===== src/rtl/refpa_pkg.sv =====
package refpa_pkg;

  localparam int NUM_PAGES  = 32768;
  localparam int COUNT_BITS = 16;

  localparam int ADDR_W     = $clog2(NUM_PAGES);
  localparam int LINK_W     = ADDR_W + 1;
  localparam int PAGE_W     = 15;
  localparam int CNT_OUT_W  = 16;
  localparam int CFG_W      = 16;
  localparam int CMD_W      = 2;
  localparam int ST_W       = 2;
  localparam int APB_ADDR_W = 3;
  localparam int APB_DATA_W = 32;
  localparam int REG_IDX_W  = APB_ADDR_W - 2;

  localparam logic [CFG_W-1:0]      CFG_RESET = CFG_W'(256);
  localparam logic [LINK_W-1:0]     NONE_LINK = LINK_W'(NUM_PAGES);
  localparam logic [COUNT_BITS-1:0] COUNT_MAX = {COUNT_BITS{1'b1}};
  localparam logic [REG_IDX_W-1:0]  REG_FIRST_FREE = REG_IDX_W'(0);

  typedef enum logic [CMD_W-1:0] {
    CMD_INIT  = 2'd0,
    CMD_ALLOC = 2'd1,
    CMD_FREE  = 2'd2,
    CMD_SHARE = 2'd3
  } cmd_e;

  typedef enum logic [ST_W-1:0] {
    ST_OK        = 2'd0,
    ST_EMPTY     = 2'd1,
    ST_INVALID   = 2'd2,
    ST_SATURATED = 2'd3
  } status_e;

  typedef enum logic [2:0] {
    FSM_SWEEP_RST,
    FSM_IDLE,
    FSM_EXEC,
    FSM_SWEEP_INIT,
    FSM_INIT_RESP
  } fsm_e;

  typedef struct packed {
    logic accept;
    logic exec;
    logic sweep;
    logic init_done;
  } ctrl_cmd_t;

  typedef struct packed {
    logic sweep_last;
    logic out_free;
  } dp_sts_t;

  // Clamp the reserved boundary to the page count.
  function automatic logic [LINK_W-1:0] clamp_bound(logic [CFG_W-1:0] v);
    logic [LINK_W-1:0] r;
    if (32'(v) >= NUM_PAGES) begin
      r = NONE_LINK;
    end else begin
      r = LINK_W'(v);
    end
    return r;
  endfunction

endpackage


===== src/rtl/refpa_ctrl.sv =====
module refpa_ctrl (
  input  logic                           clk_i,
  input  logic                           rst_ni,
  input  logic                           in_valid_i,
  input  logic [refpa_pkg::CMD_W-1:0]    command_i,
  output logic                           in_ready_o,
  input  refpa_pkg::dp_sts_t             sts_i,
  output refpa_pkg::ctrl_cmd_t           cmd_o
);

  refpa_pkg::fsm_e state_q, state_d;

  always_ff @(posedge clk_i or negedge rst_ni) begin
    if (!rst_ni) begin
      state_q <= refpa_pkg::FSM_SWEEP_RST;
    end else begin
      state_q <= state_d;
    end
  end

  always_comb begin
    state_d    = state_q;
    in_ready_o = 1'b0;
    cmd_o      = '0;
    case (state_q)
      refpa_pkg::FSM_SWEEP_RST: begin
        cmd_o.sweep = 1'b1;
        if (sts_i.sweep_last) begin
          state_d = refpa_pkg::FSM_IDLE;
        end
      end
      refpa_pkg::FSM_IDLE: begin
        in_ready_o = 1'b1;
        if (in_valid_i) begin
          cmd_o.accept = 1'b1;
          if (command_i == refpa_pkg::CMD_INIT) begin
            state_d = refpa_pkg::FSM_SWEEP_INIT;
          end else begin
            state_d = refpa_pkg::FSM_EXEC;
          end
        end
      end
      refpa_pkg::FSM_EXEC: begin
        // hold the update until the output slot frees up
        if (sts_i.out_free) begin
          cmd_o.exec = 1'b1;
          state_d    = refpa_pkg::FSM_IDLE;
        end
      end
      refpa_pkg::FSM_SWEEP_INIT: begin
        cmd_o.sweep = 1'b1;
        if (sts_i.sweep_last) begin
          state_d = refpa_pkg::FSM_INIT_RESP;
        end
      end
      refpa_pkg::FSM_INIT_RESP: begin
        if (sts_i.out_free) begin
          cmd_o.init_done = 1'b1;
          state_d         = refpa_pkg::FSM_IDLE;
        end
      end
      default: begin
        state_d = refpa_pkg::FSM_IDLE;
      end
    endcase
  end

  a_exec_needs_slot: assert property (@(posedge clk_i) disable iff (!rst_ni)
    (cmd_o.exec || cmd_o.init_done) |-> sts_i.out_free)
    else $error("result loaded while output slot busy");

  a_sweep_blocks_input: assert property (@(posedge clk_i) disable iff (!rst_ni)
    cmd_o.sweep |-> !in_ready_o)
    else $error("request taken during clearing pass");

  a_accept_to_exec: assert property (@(posedge clk_i) disable iff (!rst_ni)
    (cmd_o.accept && command_i != refpa_pkg::CMD_INIT) |=>
      state_q == refpa_pkg::FSM_EXEC)
    else $error("accepted request did not reach execute");

  a_exec_returns_idle: assert property (@(posedge clk_i) disable iff (!rst_ni)
    cmd_o.exec |=> in_ready_o)
    else $error("no return to idle after execute");

endmodule


===== config.mk =====
export PLATFORM = sky130hd
export DESIGN_NAME = refpa_ctrl
export DESIGN_NICKNAME = d
export VERILOG_FILES = /design/src/rtl/refpa_pkg.sv /design/src/rtl/refpa_ctrl.sv
export SDC_FILE = /design/constraint.sdc
export NUM_CORES = 1
export LEC_CHECK = 0
export BUFFER_PORTS_ARGS = -buffer_cell sky130_fd_sc_hd__buf_2
export CAP_MARGIN = 20
export CORE_AREA = 2 2 39 41
export CTS_BUF_LIST = sky130_fd_sc_hd__clkbuf_2
export DETAILED_ROUTE_END_ITERATION = 12
export DIE_AREA = 0 0 41 43
export GPL_TIMING_DRIVEN = 0
export PLACE_DENSITY_LB_ADDON = 0.2
export SYNTH_ARGS = -nofsm -noshare
export SYNTH_HDL_FRONTEND = slang
export SYNTH_SLANG_ARGS = --single-unit

===== constraint.sdc =====
create_clock -name clk_i -period 1.35 [get_ports clk_i]
set_input_delay 0.2025 -clock clk_i [delete_from_list [all_inputs] [get_ports clk_i]]
set_output_delay 0.2025 -clock clk_i [all_outputs]
set_load 0.02 [all_outputs]

==> impl_metrics.py <==
metrics = {
    "cts": {
        "cts_buffers": 3,
        "path_clk_slew_ns": 0.04,
        "cts-root-buf": "clkbuf_2",
        "cts_sinks": 3,
        "cts_tree": "done",
        "clock_path_buffers": 2,
        "clk_latency_ns": 0.20,
        "htreeDepth": 1,
    },
    "routing": {
        "viasPerCell": 4.24,
        "vias": 267,
        "drcViolationCount": 0,
        "wire_per_inst_um": 10.2,
        "first_pass_iters": 3,
        "drtAntennaViolNets": 0,
        "wirelength_um": 643,
        "drt-initial-drc-count": 2,
    },
    "yosys": {
        "syn_nets": 34,
        "ys_seq_elements": 3,
        "synth.cell_area_sq_um": 235,
        "netlist_instances": 27,
        "synthDistinctLibCells": 14,
        "synth_area_per_cell_sq_um": 8.71,
        "yosysSeqAreaShare": 0.319,
        "yosysWarnings": 0,
    },
    "critical_path": {
        "critical_path.startpoint_type": "flip-flop",
        "crit_required_ns": 1.15,
        "r2r-start": "state_q[0]",
        "crit_type": "flip-flop to primary output",
        "startpoint": "state_q[2]",
        "worstPathArrival_ns": 1.11,
        "cp-end-kind": "primary output",
        "worstPathMaxFanout": 8,
    },
    "hold_path": {
        "min-delay-start": "sts_i[1]",
        "hold_path_class": "input port to flip-flop",
    },
    "sta": {
        "fmax_ghz": 0.761,
        "layout_setup_ws_ns": 0.0359,
        "fin_setup_tns_ns": 0,
        "post-route-period-util": 0.973,
        "rsz0062_at_grt": "yes",
        "worstMarginPinSlew_ns": 0.329,
        "final-setup-viol-count": 0,
        "skew_ns": 0.00357,
        "slew_headroom": 0.778,
        "fin_crit_ns": 1.31,
        "drv_slew": 0,
        "hold_violations": 0,
        "hold_ws_ns": 0.299,
    },
    "grt": {
        "grt_pass1_vias": 219,
        "antenna_found_initial": 0,
        "grt_max_degree": 10,
        "track_usage": 0.0804,
        "grt_pass1_wl_um": 862,
        "grt_overflow": 0,
    },
    "power_and_ir_drop": {
        "netSwitchingPower_mw": 0.417,
        "total_power_mw": 0.973,
        "p_seq_frac": 0.177,
        "p_comb_frac": 0.692,
        "pwr-share-clk": 0.131,
        "p_int_mw": 0.556,
        "ir_drop_uv": 515,
        "swShare": 0.429,
        "p_per_area_nw_per_um2": 2380,
        "leakage_nw": 0.196,
    },
    "cells_and_area": {
        "regMostFlops": "state_q",
        "largest_register_ffs": 3,
        "fin_nets": 55,
        "area.growth.synth_to_final_pct": 73.9,
        "n_fill_cell": 163,
        "drive_gt1_frac": 0.638,
        "fin_area_sq_um": 409,
        "n_antenna_cell": 0,
        "reg_top3": "state_q: 3 flops",
    },
    "placed_design": {
        "gp_congestion": 0.690,
        "placedInstanceArea_sq_um": 310,
        "place_ws_ns": 0.218,
        "hpwlAfterDp_um": 391,
        "port_buffers": 11,
    },
    "floorplan": {
        "rows": 14,
        "dieArea_sq_um": 1760,
        "core-area_sq_um": 1380,
        "die_x_um": 41,
        "io_pins": 12,
        "start_util": 0.170,
        "die_h_um": 43,
    },
    "outcome": {
        "status": "finished, final reports clean",
    },
    "flow_run": {
        "maxCapViolations": 0,
    },
}
[power by group through the flow]
stage	clock network [mW]	registers [mW]	logic, mW
floorplan	0	0.159	0.392
global placement	0	0.166	0.510
detailed placement	0	0.166	0.506
CTS	0.131	0.167	0.511
global route	0.146	0.177	0.723
finish	0.127	0.173	0.673
[final timing paths]
path,end,slack (ns),depth (start not counted)
worst max-delay path,cmd_o[2],0.04,3
worst min-delay path,state_q[2],0.30,3
worst max register to register,state_q[0],0.21,4
worst min register to register,state_q[1],0.67,2
max in group asynchronous,state_q[2],0.91,2
min in group asynchronous,state_q[1],0.32,2
[worst max-delay path, stage by stage, from the launching register on]
cell      delay, ns
dfrtp_2        0.47
nand2b_4       0.17
nor2_1         0.12
buf_4          0.15
[metal layers]
layer,track usage,share of wire
met2,0.103,0.57
met3,0.0471,0.050
met1,0.0839,0.38
met4,0.0800,0
met5,0,0
[placed cells by master (no fill, tap or decap), drive strengths merged, types with 2 or more instances in the layout]
| master | netlist | layout |
|---|---|---|
| clkbuf | 0 | 4 |
| a21oi | 2 | 2 |
| nand2b | 4 | 4 |
| nor2 | 5 | 5 |
| dfrtp | 3 | 3 |
| buf | 2 | 17 |
| nand2 | 2 | 2 |
| nor4 | 3 | 3 |
[final cells by class]
class	count	area (sq um)	area share
plain buffers	2	22.5	0.0550
repair buffers	16	103	0.251
multi-input cells	22	168	0.410
flip-flops and latches	3	76.3	0.187
well taps	16	20.0	0.0489
clock buffers	4	20.0	0.0489
[through the flow]
step | instances | utilization
2_1_floorplan | 27 | -
3_3_place_gp | 54 | 0.224
3_5_place_dp | 54 | 0.224
4_1_cts | 59 | 0.249
5_1_grt | 63 | 0.296
6_report | 63 | 0.296
[synth_stat cells]
cell type	instances	area (sq um)
nor3_1	1	5.00
nand2b_1	4	25.0
a21oi_1	2	10.0
nor4_2	1	12.5
dfrtp_1	3	75.1
or2_4	1	8.76
nor2_1	5	18.8
buf_6	2	22.5
o22ai_1	1	6.26
nand2_1	2	7.51
nor3b_1	1	7.51
xor2_1	1	8.76
nor4_1	2	12.5
a311oi_2	1	15.0
[timing repair]
item,in CTS,in global routing
gates resized for setup,2,7
pin swaps,0,2
setup endpoints to repair,2,4
setup buffers,0,4
hold buffers,1,0
hold endpoints to repair,3,0
[kinds of logic after synthesis]
group	after synthesis	share of synthesized area
buffers and inverters	2	0.0957
DFF	3	0.319
and+or+nand+nor	17	0.415
xor gates and xnor gates	1	0.0372
AOI/OAI and AO/OA	4	0.133
Note: power is estimated with default switching activity, not from simulation.
